File: src/rtl/core/dgfm_pkg.sv
package dgfm_pkg;

   localparam int unsigned DistWidth  = 16;
   localparam int unsigned CountWidth = 20;
   localparam int unsigned CmdWidth   = 2;
   localparam int unsigned IndexWidth = 3;
   localparam int unsigned RspWidth   = 40;

   localparam logic [CmdWidth-1:0] CMD_SAMPLE   = 2'd0;
   localparam logic [CmdWidth-1:0] CMD_TICK     = 2'd1;
   localparam logic [CmdWidth-1:0] CMD_EXIT     = 2'd2;
   localparam logic [CmdWidth-1:0] CMD_COOLDOWN = 2'd3;

   localparam logic [IndexWidth-1:0] REG_MIN_DISTANCE = 3'd0;
   localparam logic [IndexWidth-1:0] REG_MAX_DISTANCE = 3'd1;
   localparam logic [IndexWidth-1:0] REG_FAST_DELTA   = 3'd2;
   localparam logic [IndexWidth-1:0] REG_FAST_HOLD    = 3'd3;
   localparam logic [IndexWidth-1:0] REG_FRESH_WINDOW = 3'd4;
   localparam logic [IndexWidth-1:0] REG_FAST_POLL    = 3'd5;
   localparam logic [IndexWidth-1:0] REG_BASE_POLL    = 3'd6;
   localparam logic [IndexWidth-1:0] REG_COOLDOWN     = 3'd7;

   typedef struct packed {
      logic [DistWidth-1:0]  min_distance_mm;
      logic [DistWidth-1:0]  max_distance_mm;
      logic [DistWidth-1:0]  fast_delta_mm;
      logic [CountWidth-1:0] fast_hold_ms;
      logic [CountWidth-1:0] fresh_window_ms;
      logic [DistWidth-1:0]  fast_poll_ms;
      logic [DistWidth-1:0]  base_poll_ms;
      logic [CountWidth-1:0] cooldown_ms;
   } cfg_type;

   typedef struct packed {
      logic                 cooldown_granted;
      logic [DistWidth-1:0] poll_interval_ms;
      logic                 fast_mode;
      logic                 distance_fresh;
      logic [DistWidth-1:0] distance_mm;
      logic                 accepted;
   } result_type;

endpackage

File: src/rtl/core/distance_gate_fast_mode_tracker.sv
// Distance gate and fast-mode tracker. Each request (sample, 1 ms tick, exit fast
// mode, cooldown request) yields exactly one response showing the state after it.
// Requests pass through an input register, gate/countdown logic and a response
// register: one request per cycle while rsp_tready is high, and the input keeps
// accepting while a response waits for rsp_tready if the input register is free.
// Registers must be written through csr_* only while idle (block does not check).
module distance_gate_fast_mode_tracker
   import dgfm_pkg::*;
(
   input  logic                  clock,
   input  logic                  reset,
   input  logic                  req_tvalid,
   output logic                  req_tready,
   input  logic [DistWidth-1:0]  req_tdata,   // sample_mm
   input  logic [2:0]            req_tuser,   // command[1:0], sample_bad
   output logic                  rsp_tvalid,
   input  logic                  rsp_tready,
   output logic [RspWidth-1:0]   rsp_tdata,   // accepted, distance_mm[15:0],
                                              // distance_fresh, fast_mode,
                                              // poll_interval_ms[15:0],
                                              // cooldown_granted, zero pad[3:0]
   input  logic                  csr_we,
   input  logic [IndexWidth-1:0] csr_index,
   input  logic [CountWidth-1:0] csr_wdata
);

   cfg_type              cfg;
   result_type           result;
   logic                 in_valid_ff, in_valid_in;
   logic [CmdWidth-1:0]  in_cmd_ff;
   logic [DistWidth-1:0] in_mm_ff;
   logic                 in_bad_ff;
   logic                 rsp_valid_ff, rsp_valid_in;
   result_type           rsp_ff;
   logic                 advance;
   logic                 req_fire;
   logic                 core_fire;

   assign advance    = !rsp_valid_ff || rsp_tready;
   assign req_tready = !in_valid_ff || advance;
   assign req_fire   = req_tvalid && req_tready;
   assign core_fire  = in_valid_ff && advance;

   assign in_valid_in  = req_fire ? 1'b1 : (core_fire ? 1'b0 : in_valid_ff);
   assign rsp_valid_in = core_fire ? 1'b1 : (rsp_tready ? 1'b0 : rsp_valid_ff);

   dgfm_csr u_csr (
      .clock     (clock),
      .reset     (reset),
      .csr_we    (csr_we),
      .csr_index (csr_index),
      .csr_wdata (csr_wdata),
      .cfg       (cfg)
   );

   dgfm_core u_core (
      .clock      (clock),
      .reset      (reset),
      .fire       (core_fire),
      .command    (in_cmd_ff),
      .sample_mm  (in_mm_ff),
      .sample_bad (in_bad_ff),
      .cfg        (cfg),
      .result     (result)
   );

   always_ff @(posedge clock) begin
      if (reset) begin
         in_valid_ff  <= 1'b0;
         rsp_valid_ff <= 1'b0;
      end else begin
         in_valid_ff  <= in_valid_in;
         rsp_valid_ff <= rsp_valid_in;
      end
   end

   always_ff @(posedge clock) begin
      if (req_fire) begin
         in_cmd_ff <= req_tuser[CmdWidth-1:0];
         in_bad_ff <= req_tuser[CmdWidth];
         in_mm_ff  <= req_tdata;
      end
      if (core_fire) begin
         rsp_ff <= result;
      end
   end

   assign rsp_tvalid = rsp_valid_ff;
   assign rsp_tdata  = {(RspWidth - $bits(result_type))'(0), rsp_ff};

endmodule

File: src/rtl/core/dgfm_csr.sv
module dgfm_csr
   import dgfm_pkg::*;
(
   input  logic                  clock,
   input  logic                  reset,
   input  logic                  csr_we,
   input  logic [IndexWidth-1:0] csr_index,
   input  logic [CountWidth-1:0] csr_wdata,
   output cfg_type               cfg
);

   cfg_type cfg_ff;
   cfg_type cfg_in;

   always_comb begin
      cfg_in = cfg_ff;
      if (csr_we) begin
         unique case (csr_index)
            REG_MIN_DISTANCE: cfg_in.min_distance_mm = csr_wdata[DistWidth-1:0];
            REG_MAX_DISTANCE: cfg_in.max_distance_mm = csr_wdata[DistWidth-1:0];
            REG_FAST_DELTA:   cfg_in.fast_delta_mm   = csr_wdata[DistWidth-1:0];
            REG_FAST_HOLD:    cfg_in.fast_hold_ms    = csr_wdata;
            REG_FRESH_WINDOW: cfg_in.fresh_window_ms = csr_wdata;
            REG_FAST_POLL:    cfg_in.fast_poll_ms    = csr_wdata[DistWidth-1:0];
            REG_BASE_POLL:    cfg_in.base_poll_ms    = csr_wdata[DistWidth-1:0];
            REG_COOLDOWN:     cfg_in.cooldown_ms     = csr_wdata;
            default:          cfg_in = cfg_ff;
         endcase
      end
   end

   always_ff @(posedge clock) begin
      if (reset) begin
         cfg_ff.min_distance_mm <= DistWidth'(40);
         cfg_ff.max_distance_mm <= DistWidth'(3600);
         cfg_ff.fast_delta_mm   <= DistWidth'(100);
         cfg_ff.fast_hold_ms    <= CountWidth'(5000);
         cfg_ff.fresh_window_ms <= CountWidth'(1000);
         cfg_ff.fast_poll_ms    <= DistWidth'(50);
         cfg_ff.base_poll_ms    <= DistWidth'(500);
         cfg_ff.cooldown_ms     <= CountWidth'(10000);
      end else begin
         cfg_ff <= cfg_in;
      end
   end

   assign cfg = cfg_ff;

endmodule

File: src/rtl/core/dgfm_core.sv
module dgfm_core
   import dgfm_pkg::*;
(
   input  logic                 clock,
   input  logic                 reset,
   input  logic                 fire,
   input  logic [CmdWidth-1:0]  command,
   input  logic [DistWidth-1:0] sample_mm,
   input  logic                 sample_bad,
   input  cfg_type              cfg,
   output result_type           result
);

   typedef struct packed {
      logic                  flag;
      logic [CountWidth-1:0] count;
   } countdown_type;

   function automatic countdown_type run_countdown(countdown_type cur);
      countdown_type nxt;
      nxt = cur;
      if (cur.flag) begin
         if (cur.count == '0) begin
            nxt.flag = 1'b0;
         end else begin
            nxt.count = cur.count - CountWidth'(1);
            if (nxt.count == '0) begin
               nxt.flag = 1'b0;
            end
         end
      end
      return nxt;
   endfunction

   logic [DistWidth-1:0] previous_mm_ff, previous_mm_in;
   logic                 have_previous_ff, have_previous_in;
   logic [DistWidth-1:0] last_mm_ff, last_mm_in;
   logic                 have_distance_ff, have_distance_in;
   countdown_type        fresh_ff, fresh_in;
   countdown_type        fast_ff, fast_in;
   countdown_type        cool_ff, cool_in;

   logic                 in_range;
   logic                 take;
   logic [DistWidth-1:0] diff;
   logic                 granted;

   assign in_range = !sample_bad && (sample_mm >= cfg.min_distance_mm)
                     && (sample_mm <= cfg.max_distance_mm);
   assign diff     = (sample_mm >= previous_mm_ff) ? (sample_mm - previous_mm_ff)
                                                   : (previous_mm_ff - sample_mm);

   always_comb begin
      previous_mm_in   = previous_mm_ff;
      have_previous_in = have_previous_ff;
      last_mm_in       = last_mm_ff;
      have_distance_in = have_distance_ff;
      fresh_in         = fresh_ff;
      fast_in          = fast_ff;
      cool_in          = cool_ff;
      take             = 1'b0;
      granted          = 1'b0;
      unique case (command)
         CMD_SAMPLE: begin
            if (in_range) begin
               take = 1'b1;
               if (have_previous_ff && (diff >= cfg.fast_delta_mm)) begin
                  fast_in.flag  = 1'b1;
                  fast_in.count = cfg.fast_hold_ms;
               end
               previous_mm_in   = sample_mm;
               have_previous_in = 1'b1;
               last_mm_in       = sample_mm;
               have_distance_in = 1'b1;
               fresh_in.flag    = 1'b1;
               fresh_in.count   = cfg.fresh_window_ms;
            end
         end
         CMD_TICK: begin
            fast_in  = run_countdown(fast_ff);
            fresh_in = run_countdown(fresh_ff);
            cool_in  = run_countdown(cool_ff);
         end
         CMD_EXIT: begin
            fast_in.flag  = 1'b0;
            fast_in.count = '0;
         end
         CMD_COOLDOWN: begin
            if (!cool_ff.flag) begin
               cool_in.flag  = 1'b1;
               cool_in.count = cfg.cooldown_ms;
               granted       = 1'b1;
            end
         end
         default: take = 1'b0;
      endcase
   end

   always_comb begin
      result.accepted         = take;
      result.distance_mm      = last_mm_in;
      result.distance_fresh   = have_distance_in && fresh_in.flag;
      result.fast_mode        = fast_in.flag;
      result.poll_interval_ms = fast_in.flag ? cfg.fast_poll_ms : cfg.base_poll_ms;
      result.cooldown_granted = granted;
   end

   always_ff @(posedge clock) begin
      if (reset) begin
         previous_mm_ff   <= '0;
         have_previous_ff <= 1'b0;
         last_mm_ff       <= '0;
         have_distance_ff <= 1'b0;
         fresh_ff         <= '0;
         fast_ff          <= '0;
         cool_ff          <= '0;
      end else if (fire) begin
         previous_mm_ff   <= previous_mm_in;
         have_previous_ff <= have_previous_in;
         last_mm_ff       <= last_mm_in;
         have_distance_ff <= have_distance_in;
         fresh_ff         <= fresh_in;
         fast_ff          <= fast_in;
         cool_ff          <= cool_in;
      end
   end

endmodule
File: config.mk
export PLATFORM = sky130hd
export DESIGN_NAME = distance_gate_fast_mode_tracker
export DESIGN_NICKNAME = d
export VERILOG_FILES = /design/src/rtl/core/dgfm_pkg.sv /design/src/rtl/core/distance_gate_fast_mode_tracker.sv /design/src/rtl/core/dgfm_csr.sv /design/src/rtl/core/dgfm_core.sv
export SDC_FILE = /design/constraint.sdc
export NUM_CORES = 1
export LEC_CHECK = 0
export CORE_MARGIN = 3
export CORE_UTILIZATION = 57
export CTS_BUF_LIST = sky130_fd_sc_hd__clkbuf_4
export CTS_CLUSTER_DIAMETER = 120
export DETAILED_ROUTE_END_ITERATION = 7
export DONT_BUFFER_PORTS = 1
export PLACE_DENSITY_LB_ADDON = 0.25
export SLEW_MARGIN = 20
export SYNTH_ARGS = -nofsm -noshare
export SYNTH_HDL_FRONTEND = slang
export SYNTH_HIERARCHICAL = 1
export SYNTH_SLANG_ARGS = --single-unit
File: constraint.sdc
create_clock -name clock -period 6.2 [get_ports clock]
set_input_delay 0.93 -clock clock [delete_from_list [all_inputs] [get_ports clock]]
set_output_delay 0.93 -clock clock [all_outputs]
set_load 0.02 [all_outputs]
; Yosys cells after proc, flatten, opt, wreduce, memory -nomap -nowiden
; Cells that the tools add are included.
[classes]
n_lt_le_gt_ge = 4
n_eq_ne = 19
n_reduce_logical = 37
n_mux = 31
n_addsub = 5
[op_table]
columns = operator, n
row1 = $mux W21, 6
row2 = $logic_not A20 Y1, 6
row3 = $pmux W21 S2, 2
row4 = $mux W20, 4
row5 = $mux W16, 4
row6 = $pmux W21 S3, 1
row7 = $sub A20 B1 Y20 const B, 3
row8 = $ge A16 B16 Y1, 3
row9 = $sub A16 B16 Y16, 2
row10 = $reduce_and A2 Y1, 9
row11 = $le A16 B16 Y1, 1
row12 = $mux W1, 14
row13 = $eq A3 B3 Y1 const B, 4
row14 = $ne A2 B1 Y1 const B, 5
row15 = $reduce_and A5 Y1, 2
row16 = $ne A2 B2 Y1 const B, 4
row17 = $reduce_bool A2 Y1, 4
row18 = $eq A3 B2 Y1 const B, 2
row19 = $logic_and A1 B1 Y1, 6
row20 = $reduce_and A6 Y1, 1
row21 = $eq A2 B2 Y1 const B, 2
row22 = $eq A3 B1 Y1 const B, 1
row23 = $logic_not A1 Y1, 3
row24 = $logic_not A3 Y1, 1
row25 = other kinds (5), 6
[totals]
out_inout_bits = 42
wordCells = 125
input_bits = 47
reg_bits = 294

; Depth between registers and ports, before layout
[logic_depth]
depth_word = 8
ltp_mapped = 24
depth_no_buf = 21

; Modules after synthesis
; Netlist, hierarchy kept.
[by_module_without_submodules]
columns = module, seq_area_each_um2, instances, area_per_inst_um2, cells_per_inst
row1 = dgfm_core, 1941.9, 1, 9196.3, 1223
row2 = dgfm_csr, 2802.7, 1, 5487.8, 505
row3 = distance_gate_fast_mode_tracker, 1691.6, 1, 1789.2, 70

; Least setup slack after synthesis
; OpenSTA, ideal clock, no wires.
[synth_timing]
path_kind = register -> register
from = register in_mm_ff[11]
to = register rsp_ff (netlist bit rsp_tdata[26]) (data pin)
period_less_slack_ns = 5.432
path_stages_with_launch = 22
n_path_buf = 3
required_ns = 5.940
path_slack_ns = 0.768
setup_ns = 0.260
arrival_ns = 5.172
cell_sequence = edfxtp_1 inv_1 ha_1 buf_2 nand4_1 or4_1 a21o_1 nand3_1 buf_2 mux2i_1 o21ai_0 xor2_1 ha_1 a21o_1 a21o_1 a21oi_1 o22ai_1 a41oi_1 nor3_2 a311oi_4 buf_8 mux2_4
[synth_lines]
columns = item, line_no
row1 = from (decl), distance_gate_fast_mode_tracker.sv:31  ; logic [DistWidth-1:0] in_mm_ff;
row2 = from (signal assigned), distance_gate_fast_mode_tracker.sv:81  ; in_mm_ff <= req_tdata;
row3 = to (signal assigned), distance_gate_fast_mode_tracker.sv:84  ; rsp_ff <= result;
row4 = to (decl), distance_gate_fast_mode_tracker.sv:34  ; result_type rsp_ff;

; Worst setup path in the final report
[layout_timing]
from = register in_mm_ff[0]
to = register u_core/fast_ff[14] in the netlist's numbering
[layout_between]
elab_chain_cells = 6
elab_cells_between_ends = 13
cone_classes = 2 x add/sub / 4 x order compare / 2 x eq/ne / 1 x mux / 4 x reduce/logical
[layout_rtl]
columns = item, line_no
row1 = "$sub A16 B16 Y16, or another cell as far along", dgfm_core.sv:51  ; : (previous_mm_ff - sample_mm);
row2 = $mux W16, dgfm_core.sv:50  ; assign diff = (sample_mm >= previous_mm_ff) ? (sample_mm - previous_mm_ff)
row3 = $ge A16 B16 Y1, dgfm_core.sv:67  ; if (have_previous_ff && (diff >= cfg.fast_delta_mm)) begin
row4 = $logic_and A1 B1 Y1, dgfm_core.sv:67
row5 = $ne A2 B1 Y1 (no line), n/a
row6 = $reduce_and A6 Y1 (no line) *, n/a
row7 = to (signal assigned), dgfm_core.sv:123  ; fast_ff <= fast_in;
row8 = to (decl), dgfm_core.sv:40  ; countdown_type fast_ff, fast_in;
; Mark *: on every way between the ends. The rest lies on a longest branch, timed or not.
; A chain may end at the register's enable or synchronous reset.

==> flow_summary.json <==
{
  "cpMaxStageDelayCell": "nor4b_1",
  "cp-start-kind": "flop",
  "grt_overflow_total": 0,
  "grt_max_degree": 266,
  "hold_violations": 0,
  "worst_r2r_startpoint": "in_mm_ff[0]",
  "vias": 13300,
  "finalCritPeriodShare_pct": 92.2,
  "drive_above_1_share_pct": 11.4,
  "busiest_layer": "met2",
  "setup_viol": 0,
  "tightest_slew_ns": 1.06,
  "path_class": "reg -> reg",
  "synth.top_cell.area_share_pct": 29.0,
  "gr-usage-all-layers_pct": 28.8,
  "area_growth_syn_to_layout_pct": 7.06,
  "drc": 0,
  "cts_tree": "done",
  "end_kind": "flop",
  "hold_buffers": 0,
  "use_met1_pct": 40.6,
  "met2_usage_pct": 44.0,
  "ctsResizeCount": 0,
  "die-area_um2": 31000,
  "synth_edf_count": 55,
  "routabilityCongestion": 0.941,
  "power.density_nw_per_um2": 244,
  "maxCapViolCount": 0,
  "r2r_end": "u_core/fast_ff[14]",
  "worstHoldPathType": "in -> reg",
  "relSlewSlack_pct": 28.9,
  "drv_slew": 0,
  "yosys_warnings": 6,
  "wl_per_cell_um": 20.5,
  "path_buf_inv": 4,
  "leakagePower_nw": 7.36,
  "crit_family": "compound AO/OA/AOI/OAI gates",
  "slowest_delay_ns": 0.48,
  "yosys-top-cells-area": "dfxtp_1 (29%), mux2i_1 (11%), edfxtp_1 (10%)",
  "nets": 1907,
  "io-pin-count": 89,
  "post_cts_buffers": 0,
  "cts-buffers-inserted": 78,
  "seqCellArea_um2": 6440,
  "cts_buffer_depth": 3,
  "ys_types": 86,
  "grt_pass1_vias": 12700,
  "ys_ff_latch": 294,
  "rsz0062_at_grt": "false",
  "hold_end": "in_valid_ff",
  "path_max_fanout": 17,
  "nFillCells": 2382,
  "grt_antenna_before_repair": 2,
  "synthCells": 1798,
  "syn_area_per_cell_um2": 9.16,
  "min_from": "reset",
  "reg2reg_slack_ns": 0.48,
  "status": "complete, no violations",
  "core_area_um2": 28200,
  "multiInputGateArea_um2": 9070,
  "fin_skew_ns": 0.0390,
  "syn_area_um2": 16500,
  "die_h_um": 176,
  "min_path_cells": 1,
  "irDropWorstVdd_v": 0.000169,
  "yosysSeqAreaShare_pct": 39.1,
  "path_clk_slew_ns": 0.07,
  "drt_pass1_iterations": 5,
  "drt_wl_total_um": 45500,
  "worstPathCellList": "inv_1 > ha_1 > inv_1 > fa_1 > a211oi_1 > o211ai_1 > nand3_1 > nand3_2 > or3_1 > o2bb2ai_1 > a211o_1 > xor2_1 > ha_1 > and4_1 > nand2_1 > o22ai_1 > a41oi_1 > buf_4 > nor4b_1 > o21ai_2 > buf_4 > o32ai_1",
  "ys.flop_type": "dfxtp_1",
  "viasPerCell": 5.99,
  "yosysTopAreaCell": "dfxtp_1",
  "insertion_delay_ns": 0.70,
  "initial_core_util_pct": 58.5,
  "layout_min_cycle_time_ns": 5.72,
  "io_buffers": 0,
  "cts_sinks": 294,
  "yosysMostFrequentCell": "dfxtp_1",
  "cts-root-buf": "clkbuf_4",
  "tns_ns": 0,
  "drtIter0Drc": 1140,
  "async_flop_share_pct": 0,
  "antenna_left": 0,
  "placementRows": 61,
  "post_dp_cell_area_um2": 16600,
  "met3_usage_pct": 5.81,
  "worstPathArrival_ns": 6.30,
  "final_cell_area_um2": 17600,
  "die_w_um": 176,
  "grt_pass1_wl_um": 70400,
  "p_total_mw": 4.30,
  "cts_max_level": 3,
  "critPathRequiredTime_ns": 6.79,
  "synthTopCellsByCount": "dfxtp_1 (239), mux2i_1 (188), nor2_1 (169)",
  "hpwl_um": 30600,
  "r2r_cells": 22,
  "max_freq_mhz": 175
}
where the power goes:
group          total [mW]  leakage [nW]  internal (mW)  switching (mW)
clock network        1.81         0.622          0.980           0.834
logic               0.442          4.29          0.171           0.270
registers            2.05          2.44           1.99          0.0518
total                4.30          7.36           3.15            1.16
final cells by class:
| cell class | instances | share of cell area (%) |
|---|---|---|
| multi-input combinational | 1265 | 51.4 |
| sequential | 294 | 36.5 |
| clock buffer | 122 | 5.19 |
| tap | 378 | 2.68 |
| inverter | 108 | 2.30 |
| timing repair buffer | 25 | 1.09 |
| clock inverter | 18 | 0.795 |
| antenna | 2 | 0.0284 |
how the worst max path moves through the flow:
stage	startpoint	cells after the start	end
2_1_floorplan	in_mm_ff[11]	21	rsp_tdata[26]
3_3_place_gp	in_mm_ff[0]	22	u_core/fast_ff[11]
3_5_place_dp	in_mm_ff[0]	22	u_core/fast_ff[15]
4_1_cts	in_mm_ff[0]	22	u_core/fast_ff[14]
5_1_grt	in_mm_ff[0]	23	u_core/fast_ff[15]
6_report	in_mm_ff[0]	22	u_core/fast_ff[14]
logic make-up after synthesis:
logic type / after synthesis / synth area share (%)
simple gates: 575 / 18.9
compound gates: 350 / 13.9
flops: 294 / 39.1
buf+inv: 242 / 6.27
mux: 209 / 13.0
fa+ha+maj: 88 / 6.78
xor+xnor: 39 / 2.07
other cells: 1 / 0.0228
worst reg2reg max path, stage by stage (launching register included):
cell	delay, ns
edfxtp_1	0.44
inv_1	0.14
ha_1	0.18
inv_1	0.06
fa_1	0.43
a211oi_1	0.33
o211ai_1	0.19
nand3_1	0.26
nand3_2	0.28
or3_1	0.38
o2bb2ai_1	0.14
a211o_1	0.30
xor2_1	0.16
ha_1	0.29
and4_1	0.21
nand2_1	0.06
o22ai_1	0.16
a41oi_1	0.09
buf_4	0.26
nor4b_1	0.48
o21ai_2	0.21
buf_4	0.29
o32ai_1	0.28
stage by stage:
stage	utilization [%]	setup slack (ns)	instances	hold WS (ns)
after floorplan	-	0.768	1801	0.444
after global placement	58.8	0.598	2069	0.456
after detailed placement	58.8	0.432	2069	0.460
after CTS	62.5	0.368	2209	0.233
after global routing	62.6	0.0496	2211	0.245
final	62.6	0.484	2212	0.305
routing by layer:
layer	vias up	wire, um
met2	466	20000
met1	6368	20900
li1	6334	-
met5	-	0
met4	0	1460
met3	91	3150
layout by cell type, fill, tap and decap left out, types with 15 or more instances in the layout:
cell,instances
nand2b_1,137
edfxtp_1,55
nor3_1,37
inv_1,107
clkbuf_4,122
ha_1,86
dfxtp_1,239
nor4b_1,20
o21ai_0,83
o31ai_1,16
nor2_1,168
a21o_1,33
buf_4,24
a21oi_1,77
a22oi_1,28
nand2_1,84
xor2_1,24
a211oi_1,31
xnor2_1,15
mux2i_1,188
nand4_1,23
registers in the layout, indices dropped and copies added (netlist names):
signal,cells
u_csr/cfg,140
rsp_tdata,36
u_core/cool_ff,21
u_core/fast_ff,21
u_core/fresh_ff,21
in_mm_ff,16
u_core/last_mm_ff,16
u_core/previous_mm_ff,16
in_cmd_ff,2
in_bad_ff,1
in_valid_ff,1
rsp_tvalid,1
u_core/have_distance_ff,1
u_core/have_previous_ff,1
No activity file was read; power rests on OpenSTA's default activity.
